--- src/rtl/eti_pkg.sv ---
`timescale 1ns / 1ps
`default_nettype none
// ----------------------------------------------------------------------------
// eti_pkg: shared types and constants of the eased tween interpolator
// Widths of the value path, opcode and ease mode codes, register indexes,
// sequencer states and the 32-bit saturation helper.
// ----------------------------------------------------------------------------
package eti_pkg;

    localparam int VAL_W     = 32;          // signed fixed-point values
    localparam int SPAN_W    = 31;          // duration and elapsed time
    localparam int STEP_W    = 16;          // time step of a tick
    localparam int MODE_W    = 3;           // ease mode register
    localparam int MUL_W     = VAL_W + 1;   // shared multiplier operand width
    localparam int PROD_W    = 2 * MUL_W;   // full product width
    localparam int CFG_IDX_W = 3;

    // item opcodes; the fourth code leaves everything as it is
    typedef enum logic [1:0] {
        OP_TICK    = 2'd0,
        OP_RESTART = 2'd1,
        OP_STOP    = 2'd2
    } op_t;

    // ease curves; the remaining codes give unit progress
    typedef enum logic [MODE_W-1:0] {
        EASE_LINEAR     = 3'd0,
        EASE_QUAD_IN    = 3'd1,
        EASE_QUAD_OUT   = 3'd2,
        EASE_QUAD_INOUT = 3'd3
    } ease_t;

    // configuration register indexes
    typedef enum logic [CFG_IDX_W-1:0] {
        REG_START   = 3'd0,
        REG_END     = 3'd1,
        REG_SPAN    = 3'd2,
        REG_MODE    = 3'd3,
        REG_REVERSE = 3'd4,
        REG_LOOP    = 3'd5
    } cfg_idx_t;

    // sequencer states
    typedef enum logic [2:0] {
        ST_IDLE,
        ST_DIV,
        ST_EASE,
        ST_EASE_FIX,
        ST_FINAL,
        ST_DONE
    } state_t;

    // divider handshake towards the sequencer
    typedef struct packed {
        logic done;
        logic busy;
    } div_status_t;

    // clamp a wide signed value to the signed 32-bit range
    function automatic logic signed [VAL_W-1:0] sat_val(input logic signed [PROD_W-1:0] v);
        if ((&v[PROD_W-1:VAL_W-1]) || (~|v[PROD_W-1:VAL_W-1]))
            return v[VAL_W-1:0];
        else if (v[PROD_W-1])
            return {1'b1, {(VAL_W-1){1'b0}}};
        else
            return {1'b0, {(VAL_W-1){1'b1}}};
    endfunction

endpackage
`default_nettype wire

--- src/rtl/eti_div.sv ---
`timescale 1ns / 1ps
`default_nettype none
// ----------------------------------------------------------------------------
// eti_div: progress divider
// Restoring radix-2 divider, one quotient bit per cycle, that forms
// (elapsed << FRAC_BITS) / span and clamps the quotient to signed 32 bits.
// ----------------------------------------------------------------------------
module eti_div
    import eti_pkg::*;
#(
    parameter int FRAC_BITS = 10
)
(
    input  wire logic                    clk,
    input  wire logic                    rst_n,
    input  wire logic                    start,
    input  wire logic [SPAN_W-1:0]       elapsed,
    input  wire logic [SPAN_W-1:0]       span,
    output div_status_t                  status,
    output logic signed [VAL_W-1:0]      quot
);

    localparam int NUM_W = SPAN_W + FRAC_BITS;
    localparam int CNT_W = $clog2(NUM_W + 1);

    logic [NUM_W-1:0]  num_reg;    // dividend shifting out, quotient shifting in
    logic [SPAN_W-1:0] rem_reg;
    logic [CNT_W-1:0]  cnt_reg;
    logic              run_reg;
    logic              done_reg;

    logic [SPAN_W:0]   rem_shift;
    logic [SPAN_W+1:0] sub;
    logic              ge;

    // one trial subtraction per cycle
    always_comb
    begin
        rem_shift = {rem_reg, num_reg[NUM_W-1]};
        sub       = {1'b0, rem_shift} - {2'b00, span};
        ge        = ~sub[SPAN_W+1];
    end

    // control
    always_ff @(posedge clk or negedge rst_n)
    begin
        if (!rst_n)
        begin
            run_reg  <= 1'b0;
            cnt_reg  <= '0;
            done_reg <= 1'b0;
        end
        else
        begin
            done_reg <= 1'b0;
            if (start)
            begin
                run_reg <= 1'b1;
                cnt_reg <= CNT_W'(NUM_W);
            end
            else if (run_reg)
            begin
                cnt_reg <= cnt_reg - CNT_W'(1);
                if (cnt_reg == CNT_W'(1))
                begin
                    run_reg  <= 1'b0;
                    done_reg <= 1'b1;
                end
            end
        end
    end

    // datapath
    always_ff @(posedge clk)
    begin
        if (start)
        begin
            num_reg <= {elapsed, {FRAC_BITS{1'b0}}};
            rem_reg <= '0;
        end
        else if (run_reg)
        begin
            num_reg <= {num_reg[NUM_W-2:0], ge};
            rem_reg <= ge ? sub[SPAN_W-1:0] : rem_shift[SPAN_W-1:0];
        end
    end

    // saturate the quotient to the positive 32-bit range
    always_comb
    begin
        if (|num_reg[NUM_W-1:VAL_W-1])
            quot = {1'b0, {(VAL_W-1){1'b1}}};
        else
            quot = {1'b0, num_reg[VAL_W-2:0]};
    end

    assign status.done = done_reg;
    assign status.busy = run_reg;

endmodule
`default_nettype wire

--- src/rtl/eti_mul.sv ---
`timescale 1ns / 1ps
`default_nettype none
// ----------------------------------------------------------------------------
// eti_mul: shared signed multiplier
// One registered 33 x 33 signed multiply, loaded on demand by the sequencer
// for the ease curve product and for the final interpolation product.
// ----------------------------------------------------------------------------
module eti_mul
    import eti_pkg::*;
(
    input  wire logic                     clk,
    input  wire logic                     load,
    input  wire logic signed [MUL_W-1:0]  a,
    input  wire logic signed [MUL_W-1:0]  b,
    output logic signed [PROD_W-1:0]      prod
);

    logic signed [PROD_W-1:0] prod_reg;

    // product holds until the next load
    always_ff @(posedge clk)
    begin
        if (load)
            prod_reg <= a * b;
    end

    assign prod = prod_reg;

endmodule
`default_nettype wire

--- src/rtl/eased_tween_interpolator.sv ---
`timescale 1ns / 1ps
`default_nettype none
// ----------------------------------------------------------------------------
// eased_tween_interpolator: eased fixed-point tween
// Moves a signed fixed-point value between two endpoints over a configured
// span with linear or quadratic in, out or in-out easing.
//
//  Channel  Dir  Signals                      Contents
//  s_       in   s_tvalid/s_tready/s_tdata    time_step; s_tuser = opcode
//  m_       out  m_tvalid/m_tready/m_tdata    published, present; m_tuser = finished
//  cfg_     in   cfg_we/cfg_index/cfg_data    endpoints, span, mode, flags
//
// A tick with a nonzero span is set by the bit-serial progress divider and
// then runs the ease, shaping and final product steps to its commit step.
// The next item is taken only once the sequencer is back in idle.
// Linear and unit curves skip the shaping step.
// A zero-span tick skips the divider; restart, stop and the idle opcode go
// straight to the commit step. A result still waiting in the output
// register holds the next item in its commit step.
// ----------------------------------------------------------------------------
module eased_tween_interpolator
    import eti_pkg::*;
#(
    parameter int FRAC_BITS = 10
)
(
    input  wire logic                  clk,
    input  wire logic                  rst_n,
    // input items
    input  wire logic                  s_tvalid,
    output logic                       s_tready,
    input  wire logic [STEP_W-1:0]     s_tdata,    // [15:0] time_step
    input  wire logic [1:0]            s_tuser,    // [1:0] opcode
    // results
    output logic                       m_tvalid,
    input  wire logic                  m_tready,
    output logic [2*VAL_W-1:0]         m_tdata,    // [31:0] published_value, [63:32] present_value
    output logic                       m_tuser,    // [0] finished
    // configuration writes
    input  wire logic                  cfg_we,
    input  wire logic [CFG_IDX_W-1:0]  cfg_index,
    input  wire logic [VAL_W-1:0]      cfg_data
);

    localparam logic signed [VAL_W-1:0] UNIT_V = 32'sd1 <<< FRAC_BITS;
    localparam logic signed [VAL_W-1:0] HALF_V = UNIT_V >>> 1;

    // configuration registers
    logic signed [VAL_W-1:0] start_value_reg;
    logic signed [VAL_W-1:0] end_value_reg;
    logic [SPAN_W-1:0]       span_time_reg;
    logic [MODE_W-1:0]       ease_mode_reg;
    logic                    reverse_reg;
    logic                    loop_reg;

    // sequencer and tween state
    state_t                  state_reg, state_next;
    logic [SPAN_W-1:0]       elapsed_reg, elapsed_next;
    logic signed [VAL_W-1:0] current_reg, current_next;
    logic [1:0]              op_reg, op_next;
    logic [STEP_W-1:0]       step_reg, step_next;
    logic signed [VAL_W-1:0] t_reg, t_next;
    logic signed [VAL_W-1:0] e_reg, e_next;

    // output register
    logic                    m_valid_reg, m_valid_next;
    logic signed [VAL_W-1:0] pub_reg, pub_next;
    logic signed [VAL_W-1:0] pres_reg, pres_next;
    logic                    fin_reg, fin_next;

    // shared units
    div_status_t             div_st;
    logic                    div_start;
    logic signed [VAL_W-1:0] div_quot;
    logic                    mul_load;
    logic signed [MUL_W-1:0] mul_a, mul_b;
    logic signed [PROD_W-1:0] mul_prod;

    // datapath helpers
    logic signed [VAL_W-1:0]  from_val, to_val;
    logic signed [MUL_W-1:0]  diff_val;
    logic signed [VAL_W-1:0]  d_val;
    logic                     t_low;
    logic signed [VAL_W-1:0]  sq_val;
    logic signed [VAL_W-1:0]  dbl_val;
    logic signed [PROD_W-1:0] part_val;
    logic [SPAN_W:0]          step_sum;
    logic [SPAN_W-1:0]        tick_elapsed;
    logic                     in_xfer;

    eti_div #(
        .FRAC_BITS (FRAC_BITS)
    ) u_div (
        .clk     (clk),
        .rst_n   (rst_n),
        .start   (div_start),
        .elapsed (elapsed_reg),
        .span    (span_time_reg),
        .status  (div_st),
        .quot    (div_quot)
    );

    eti_mul u_mul (
        .clk  (clk),
        .load (mul_load),
        .a    (mul_a),
        .b    (mul_b),
        .prod (mul_prod)
    );

    // configuration write port
    always_ff @(posedge clk or negedge rst_n)
    begin
        if (!rst_n)
        begin
            start_value_reg <= '0;
            end_value_reg   <= '0;
            span_time_reg   <= '0;
            ease_mode_reg   <= '0;
            reverse_reg     <= 1'b0;
            loop_reg        <= 1'b0;
        end
        else if (cfg_we)
        begin
            case (cfg_index)
                REG_START:   start_value_reg <= cfg_data;
                REG_END:     end_value_reg   <= cfg_data;
                REG_SPAN:    span_time_reg   <= cfg_data[SPAN_W-1:0];
                REG_MODE:    ease_mode_reg   <= cfg_data[MODE_W-1:0];
                REG_REVERSE: reverse_reg     <= cfg_data[0];
                REG_LOOP:    loop_reg        <= cfg_data[0];
                default:     ;
            endcase
        end
    end

    // endpoints, ease operands and the elapsed time update
    always_comb
    begin
        from_val = reverse_reg ? end_value_reg : start_value_reg;
        to_val   = reverse_reg ? start_value_reg : end_value_reg;
        diff_val = MUL_W'(to_val) - MUL_W'(from_val);
        d_val    = t_reg - UNIT_V;
        t_low    = (t_reg < HALF_V);

        sq_val   = sat_val(mul_prod >>> FRAC_BITS);
        dbl_val  = sat_val(PROD_W'(sq_val) <<< 1);
        part_val = mul_prod >>> FRAC_BITS;

        step_sum = {1'b0, elapsed_reg} + (SPAN_W + 1)'(step_reg);
        if (elapsed_reg == span_time_reg)
            tick_elapsed = elapsed_reg;
        else if (step_sum > {1'b0, span_time_reg})
            tick_elapsed = loop_reg ? '0 : span_time_reg;
        else
            tick_elapsed = step_sum[SPAN_W-1:0];
    end

    // sequencer: next state and datapath control
    always_comb
    begin
        state_next   = state_reg;
        elapsed_next = elapsed_reg;
        current_next = current_reg;
        op_next      = op_reg;
        step_next    = step_reg;
        t_next       = t_reg;
        e_next       = e_reg;
        pub_next     = pub_reg;
        pres_next    = pres_reg;
        fin_next     = fin_reg;
        m_valid_next = m_valid_reg;
        div_start    = 1'b0;
        mul_load     = 1'b0;
        mul_a        = MUL_W'(t_reg);
        mul_b        = MUL_W'(t_reg);
        in_xfer      = s_tvalid && (state_reg == ST_IDLE);

        if (m_valid_reg && m_tready)
            m_valid_next = 1'b0;

        case (state_reg)
            ST_IDLE:
            begin
                if (in_xfer)
                begin
                    op_next   = s_tuser;
                    step_next = s_tdata;
                    if (s_tuser == OP_TICK)
                    begin
                        if (span_time_reg == '0)
                        begin
                            t_next     = UNIT_V;
                            state_next = ST_EASE;
                        end
                        else
                        begin
                            div_start  = 1'b1;
                            state_next = ST_DIV;
                        end
                    end
                    else
                        state_next = ST_DONE;
                end
            end

            ST_DIV:
            begin
                if (div_st.done && !div_st.busy)
                begin
                    t_next     = div_quot;
                    state_next = ST_EASE;
                end
            end

            // curve product, or the ease factor itself (the progress, or unit) where no product is needed
            ST_EASE:
            begin
                case (ease_mode_reg)
                    EASE_LINEAR:
                    begin
                        e_next     = t_reg;
                        state_next = ST_FINAL;
                    end
                    EASE_QUAD_IN, EASE_QUAD_OUT:
                    begin
                        mul_load   = 1'b1;
                        state_next = ST_EASE_FIX;
                    end
                    EASE_QUAD_INOUT:
                    begin
                        mul_load = 1'b1;
                        if (t_low)
                            mul_a = MUL_W'(t_reg <<< 1);
                        else
                        begin
                            mul_a = MUL_W'(d_val);
                            mul_b = MUL_W'(d_val);
                        end
                        state_next = ST_EASE_FIX;
                    end
                    default:
                    begin
                        e_next     = UNIT_V;
                        state_next = ST_FINAL;
                    end
                endcase
            end

            // shape the product into the ease factor
            ST_EASE_FIX:
            begin
                case (ease_mode_reg)
                    EASE_QUAD_OUT:
                        e_next = sat_val((PROD_W'(t_reg) <<< 1) - PROD_W'(sq_val));
                    EASE_QUAD_INOUT:
                    begin
                        if (t_low)
                            e_next = sq_val;
                        else
                            e_next = sat_val(PROD_W'(UNIT_V) - PROD_W'(dbl_val));
                    end
                    default:
                        e_next = sq_val;
                endcase
                state_next = ST_FINAL;
            end

            // (to - from) * ease
            ST_FINAL:
            begin
                mul_load   = 1'b1;
                mul_a      = diff_val;
                mul_b      = MUL_W'(e_reg);
                state_next = ST_DONE;
            end

            // commit the item once the output register is free
            ST_DONE:
            begin
                if (!m_valid_reg || m_tready)
                begin
                    pub_next = current_reg;
                    case (op_reg)
                        OP_TICK:
                        begin
                            current_next = sat_val(PROD_W'(from_val) + part_val);
                            elapsed_next = tick_elapsed;
                        end
                        OP_RESTART:
                        begin
                            current_next = from_val;
                            elapsed_next = '0;
                            pub_next     = from_val;
                        end
                        OP_STOP:
                            elapsed_next = span_time_reg;
                        default: ;
                    endcase
                    pres_next    = current_next;
                    fin_next     = (elapsed_next >= span_time_reg);
                    m_valid_next = 1'b1;
                    state_next   = ST_IDLE;
                end
            end

            default:
                state_next = ST_IDLE;
        endcase
    end

    // state register
    always_ff @(posedge clk or negedge rst_n)
    begin
        if (!rst_n)
        begin
            state_reg   <= ST_IDLE;
            elapsed_reg <= '0;
            current_reg <= '0;
            m_valid_reg <= 1'b0;
            pub_reg     <= '0;
            pres_reg    <= '0;
            fin_reg     <= 1'b0;
        end
        else
        begin
            state_reg   <= state_next;
            elapsed_reg <= elapsed_next;
            current_reg <= current_next;
            m_valid_reg <= m_valid_next;
            pub_reg     <= pub_next;
            pres_reg    <= pres_next;
            fin_reg     <= fin_next;
        end
    end

    // item payload and intermediate values
    always_ff @(posedge clk)
    begin
        op_reg   <= op_next;
        step_reg <= step_next;
        t_reg    <= t_next;
        e_reg    <= e_next;
    end

    assign s_tready = (state_reg == ST_IDLE);
    assign m_tvalid = m_valid_reg;
    assign m_tdata  = {pres_reg, pub_reg};
    assign m_tuser  = fin_reg;

endmodule
`default_nettype wire
--- config.mk ---
export PLATFORM = sky130hd
export DESIGN_NAME = eased_tween_interpolator
export DESIGN_NICKNAME = d
export VERILOG_FILES = /design/src/rtl/eti_pkg.sv /design/src/rtl/eti_div.sv /design/src/rtl/eti_mul.sv /design/src/rtl/eased_tween_interpolator.sv
export SDC_FILE = /design/constraint.sdc
export NUM_CORES = 2
export LEC_CHECK = 0
export BUFFER_PORTS_ARGS = -buffer_cell sky130_fd_sc_hd__buf_2
export CAP_MARGIN = 20
export CORE_MARGIN = 8
export CORE_UTILIZATION = 34
export DETAILED_ROUTE_END_ITERATION = 10
export PLACE_DENSITY = 0.57
export SLEW_MARGIN = 25
export SYNTH_ARGS = -nofsm -noshare
export SYNTH_HDL_FRONTEND = slang
export SYNTH_SLANG_ARGS = --single-unit
export TNS_END_PERCENT = 20
--- constraint.sdc ---
create_clock -name clk -period 33.4 [get_ports clk]
set_input_delay 1.67 -clock clk [delete_from_list [all_inputs] [get_ports clk]]
set_output_delay 1.67 -clock clk [all_outputs]
set_load 0.01 [all_outputs]
======== Word level (Yosys, flattened, before mapping) ========
Cells that the tools add are included.
Widths: inputs -> output; s select.
operators by class
  add/sub/neg operators ................... 8
  multiply operators ...................... 1
  magnitude comparators ................... 3
  eq/ne operators ......................... 23
  muxes and demuxes ....................... 63
  bitwise logic cells ..................... 1
  reduce and logical (&&, ||, !) cells .... 50
operators with widths
  cell                    number
  $mux 32                 18
  $pmux 32 s2             5
  $mux 31                 7
  $mux 33                 4
  $pmux 33 s2             2
  $reduce_and 35->1       3
  $reduce_or 35->1        3
  $pmux 31 s3             1
  $mux 41                 2
  $mul 33x33->66          1
  $add 32x56->57          1
  $sub 33x32->34          1
  $sub 12x32->33 const A  1
  $sub 32x31->33          1
  $sub 32x32->33          1
  $add 31x16->32          1
  $gt 32x31->1            1
  $lt 32x11->1 const B    1
  $sub 32x12->32 const B  1
  $eq 31x31->1            1
  $ge 31x31->1            1
  $logic_not 31->1        1
  $reduce_and 25->1       1
  $reduce_or 25->1        1
  28 further kinds        89
word-level totals
  register bits ........................... 428
  input port bits ......................... 58
  output and inout bits ................... 67
  logic and storage cells ................. 172

======== Depth between registers and ports, before layout ========
  depth in word-level cells ............... 16
  depth in mapped cells ................... 47
  gate-level depth less buffers ........... 42

======== Hierarchy ========
From an unflattened synthesis, not the netlist that was laid out.
unflattened totals
  cell total of the unflattened synthesis .. 8206
  area total of the unflattened synthesis .. 73161.4 um2
modules (own cells, without submodules)
  module                    instances  cells each  area each (um2)  sequential area each (um2)
  eti_mul                   1          4258        40850.4          1981.9
  eased_tween_interpolator  1          3372        27037.2          7467.2
  eti_div                   1          576         5273.8           1951.9

======== Worst setup path after synthesis ========
No wires, ideal clock.
  kind .................................... register -> register
  from .................................... reg reverse_reg
  to ...................................... reg u_mul.prod_reg[65], in the netlist u_mul.prod[65], data pin
  setup time .............................. 0.259 ns
  arrival time ............................ 12.462 ns
  slack ................................... 20.679 ns
  cell stages (with the launch flop) ...... 43
  path buffers ............................ 5
  period minus slack after synthesis ...... 12.721 ns
  path through ............................ dfrtp_1 > clkbuf_1 > clkbuf_1 > buf_1 > clkbuf_1 > mux2_2 > ha_1 > nor2b_1 > o21a_1 > o21ai_0 > a2111o_1 > nand3_1 > o41a_1 > o2bb2ai_1 > o221a_2 > a2111oi_0 > o22ai_1 > o311ai_1 > [... 7 more ...] > fa_1 > fa_1 > fa_1 > inv_1 > fa_1 > inv_1 > ha_1 > a21o_1 > a21o_1 > a21o_1 > a21oi_1 > nor2b_1 > o21ai_0 > nand2b_1 > a21o_1 > or4_4 > a31oi_2 > xnor2_1
on the way
  word-level cells in the longest chain between the ends .. 4
RTL lines
  element                     RTL line                                                          text
  start: declaration          eased_tween_interpolator.sv:53                                    logic reverse_reg;
  start signal: assignment    eased_tween_interpolator.sv:130                                   REG_REVERSE: reverse_reg <= cfg_data[0];
  $mux 32 (on tied branches)  eased_tween_interpolator.sv:141, eased_tween_interpolator.sv:140
  $sub 32x32->33 (*)          eased_tween_interpolator.sv:142                                   diff_val = MUL_W'(to_val) - MUL_W'(from_val);
  $pmux 33 s2 (*)             eased_tween_interpolator.sv:182                                   case (state_reg)
  $mul 33x33->66 (*)          eti_mul.sv:24                                                     prod_reg <= a * b;
  end signal: assignment      eti_mul.sv:24
  end: declaration            eti_mul.sv:18                                                     logic signed [PROD_W-1:0] prod_reg;
Every way passes the cells marked *; elsewhere a longest branch is shown, timed or not.
A chain may end at the register's enable or synchronous reset.

======== Final worst setup path ========
  from .................................... reg reverse_reg
  to ...................................... reg u_mul.prod_reg[61], in the netlist u_mul.prod[61], data pin
The elaborated chain is that of the path after synthesis.

==> impl_metrics.xml <==
<?xml version="1.0" encoding="UTF-8"?>
<metrics>
  <group name="die">
    <metric name="fp-row-count" unit="">167</metric>
    <metric name="die_ar" unit="um2">222000</metric>
    <metric name="die_height" unit="um">472</metric>
    <metric name="design.core.area" unit="um2">207000</metric>
    <metric name="num_io_pins" unit="">125</metric>
    <metric name="start_util" unit="%">34.1</metric>
    <metric name="die_w" unit="um">472</metric>
  </group>
  <group name="global_routing">
    <metric name="antenna_found_initial" unit="">12</metric>
    <metric name="gr-total-overflow" unit="">0</metric>
    <metric name="gr-usage-all-layers" unit="%">23.6</metric>
    <metric name="number_of_global_route_vias_before_repair" unit="">61201</metric>
    <metric name="grt_pass1_wl" unit="mm">401</metric>
    <metric name="grt_max_degree" unit="">103</metric>
  </group>
  <group name="yosys">
    <metric name="synth.yosys.seq_area_share" unit="%">15.7</metric>
    <metric name="yosysTopAreaCellShare" unit="%">32.6</metric>
    <metric name="ys_async_sr_fraction" unit="%">49.9</metric>
    <metric name="yosys.area.top_type" unit="">fa_1</metric>
    <metric name="postSynthRegisterBits" unit="">417</metric>
    <metric name="post_synth_num_cell_types" unit="">96</metric>
    <metric name="syn_nets" unit="">9769</metric>
    <metric name="synth_edf_count" unit="">168</metric>
    <metric name="netlist_instances" unit="">8116</metric>
    <metric name="ys_top_cells_by_area" unit="">fa_1 33%, ha_1 7.9%, dfrtp_1 7.4%</metric>
    <metric name="avgSynthCellArea" unit="um2">8.69</metric>
    <metric name="yosys_warnings" unit="">0</metric>
    <metric name="synth-main-ff-cell" unit="">dfrtp_1</metric>
    <metric name="synth_area" unit="um2">70600</metric>
  </group>
  <group name="drt">
    <metric name="drt_iter0_markers" unit="">5944</metric>
    <metric name="detailroute.via_count" unit="">59875</metric>
    <metric name="antenna_violating_nets_post_route" unit="">0</metric>
    <metric name="post_drt_via_cell_ratio" unit="">5.55</metric>
    <metric name="wl_per_cell" unit="um">24.7</metric>
    <metric name="remaining_routing_drc_violations" unit="">0</metric>
    <metric name="drt_wl_total" unit="mm">267</metric>
    <metric name="drt_first_pass_iters" unit="">8</metric>
  </group>
  <group name="critical_path">
    <metric name="critical_path_buf_inv_count" unit="">8</metric>
    <metric name="path_class" unit="">register to register</metric>
    <metric name="crit_family" unit="">adder cells</metric>
    <metric name="cp_slowest_cell" unit="">dfrtp_4</metric>
    <metric name="critPathMaxStageDelay" unit="ns">0.73</metric>
    <metric name="cp-end-kind" unit="">register</metric>
    <metric name="critPathLaunchType" unit="">register</metric>
    <metric name="cp_common_cell" unit="">fa_1</metric>
    <metric name="req_time_crit_path" unit="ns">33.79</metric>
    <metric name="regToRegSetupSlack" unit="ns">19.97</metric>
    <metric name="path_max_fanout" unit="">43</metric>
    <metric name="crit_arrival" unit="ns">13.81</metric>
  </group>
  <group name="flow_run">
    <metric name="drv_cap" unit="">0</metric>
  </group>
  <group name="clock_network">
    <metric name="num_cts_buffers" unit="">53</metric>
    <metric name="clk_latency" unit="ns">0.67</metric>
    <metric name="path_clk_slew" unit="ns">0.06</metric>
    <metric name="cts_max_level" unit="">2</metric>
    <metric name="clk_root_buffer_cell" unit="">clkbuf_16</metric>
    <metric name="cts_max_path_buffers" unit="">3</metric>
    <metric name="cts.hold.buffers_added" unit="">0</metric>
    <metric name="cts_resized" unit="">0</metric>
    <metric name="cts_num_sinks" unit="">417</metric>
    <metric name="cts_setup_buffers" unit="">0</metric>
    <metric name="tritoncts" unit="">yes</metric>
  </group>
  <group name="placement">
    <metric name="dp.final_hpwl" unit="mm">212</metric>
    <metric name="buffer_ports.inserted" unit="">124</metric>
    <metric name="routabilityCongestion" unit="">0.981</metric>
    <metric name="dpl.cell_count" unit="">10671</metric>
  </group>
  <group name="timing">
    <metric name="portion_of_the_clock_cycle_consumed_by_the_worst_path_in_the_final_layout" unit="%">40.2</metric>
    <metric name="final_max_slew_viol_count" unit="">0</metric>
    <metric name="timing.clock.skew" unit="ns">0.0417</metric>
    <metric name="hold_viol" unit="">0</metric>
    <metric name="worst_slew_margin_rel" unit="%">16.0</metric>
    <metric name="tightest_slew" unit="ns">1.26</metric>
    <metric name="fin_tns_setup" unit="ns">0</metric>
    <metric name="fmax" unit="MHz">74.5</metric>
    <metric name="final_period_minus_worst_setup_slack" unit="ns">13.43</metric>
    <metric name="rsz0062_at_grt" unit="">false</metric>
    <metric name="hold-worst-slack" unit="ns">0.474</metric>
    <metric name="setup_viol" unit="">0</metric>
  </group>
  <group name="cells_and_area">
    <metric name="max_ffs_per_register" unit="">56</metric>
    <metric name="stdcell_count" unit="">10781</metric>
    <metric name="multi_input_comb_area" unit="um2">53500</metric>
    <metric name="areaGrowthSynthToFinish" unit="%">8.44</metric>
    <metric name="regArea" unit="um2">11100</metric>
    <metric name="share_of_post_route_cells_with_drive_strength_above_1" unit="%">7.45</metric>
    <metric name="layout.nets" unit="">9678</metric>
    <metric name="nFillCells" unit="">21053</metric>
    <metric name="utilization" unit="%">37.0</metric>
  </group>
  <group name="status">
    <metric name="status" unit="">finished clean</metric>
  </group>
  <group name="worst_hold_path">
    <metric name="holdCritPathClass" unit="">register to register</metric>
  </group>
</metrics>
[synth_stat cells, drive strengths merged (48+ instances only)]
master,instances
a21o,131
nor4,48
a21oi,404
o21a,88
ha,446
nand3,104
and2,52
nor3,102
nor2,778
mux2i,75
nand2,1091
edfxtp,168
xor2,110
a211oi,86
mux2,104
xnor2,167
inv,1252
clkbuf,387
fa,1149
nand4,64
o21ai,420
dfrtp,208
[path summary, 6_finish.rpt]
path	start	end	cells past startpoint
max	reverse_reg	u_mul.prod[61]	41
min	u_div.rem_reg[30]	u_div.rem_reg[30]	2
max reg2reg	reverse_reg	u_mul.prod[61]	41
min reg2reg	u_div.rem_reg[30]	u_div.rem_reg[30]	2
max in group asynchronous	rst_n	reverse_reg	3
min in group asynchronous	rst_n	elapsed_reg[19]	1
[metal layers]
metal	global-route usage [%]	wire length [um]	share of wire [%]
met5	0	54	0.020
met2	36.4	116000	44
met3	4.49	23200	8.7
met1	31.9	111000	42
met4	11.2	16100	6.0
[per-stage QoR]
stage | instance area [um2] | setup WS [ns]
global route | 76500 | 19.13
global placement | 74400 | 20.15
finish | 76500 | 19.97
floorplan | 70600 | 20.68
detailed placement | 74400 | 20.08
CTS | 76400 | 20.06
[layout make-up]
cell class	count	share of cell area, %
inverter	1254	6.15
clock buffer	62	1.89
clock inverter	38	0.746
timing repair buffer	282	2.41
tap	2704	4.42
antenna	7	0.0229
sequential	417	14.5
multi-input combinational	6017	69.9
[cell usage in the layout (no fill, tap or decap), types with 18 or more instances in the layout]
cell type	count
inv_1	1252
fa_1	1149
nand2_1	1089
nor2_1	770
ha_1	446
o21ai_0	406
a21oi_1	396
dfrtp_1	206
edfxtp_1	168
xnor2_1	167
buf_4	155
a21o_1	129
buf_2	123
xor2_1	110
mux2_2	104
nand3_1	102
nor3_1	101
o21a_1	88
mux2i_1	74
nand4_1	64
a211oi_1	60
clkbuf_16	55
and2_1	49
nor4_1	46
nor2b_1	46
and3_1	41
dfxtp_1	41
nand2b_1	40
a31oi_1	38
a22oi_1	31
o31ai_1	31
o21bai_1	30
o22ai_1	27
o211ai_1	26
a211oi_2	26
or2_2	23
or3_1	20
a221o_1	18
[tightest hold or removal path, stage by stage (launching register included)]
cell and delay [ns]:
dfxtp_1 0.30, inv_1 0.05, a221oi_1 0.06
[logic make-up after synthesis]
family	Yosys count	share of synthesized area (%)
adder cells (fa/ha/maj)	1596	40.5
buffers and inverters	1682	9.01
XOR/XNOR	277	3.44
flip-flops	417	15.7
AO/OA/AOI/OAI	1491	13.5
AND/OR/NAND/NOR	2474	15.2
multiplexers	179	2.72
Power is left out: the tool's default activity adds up to more than one toggle a clock period on the data nets, which glitch-free logic cannot reach.
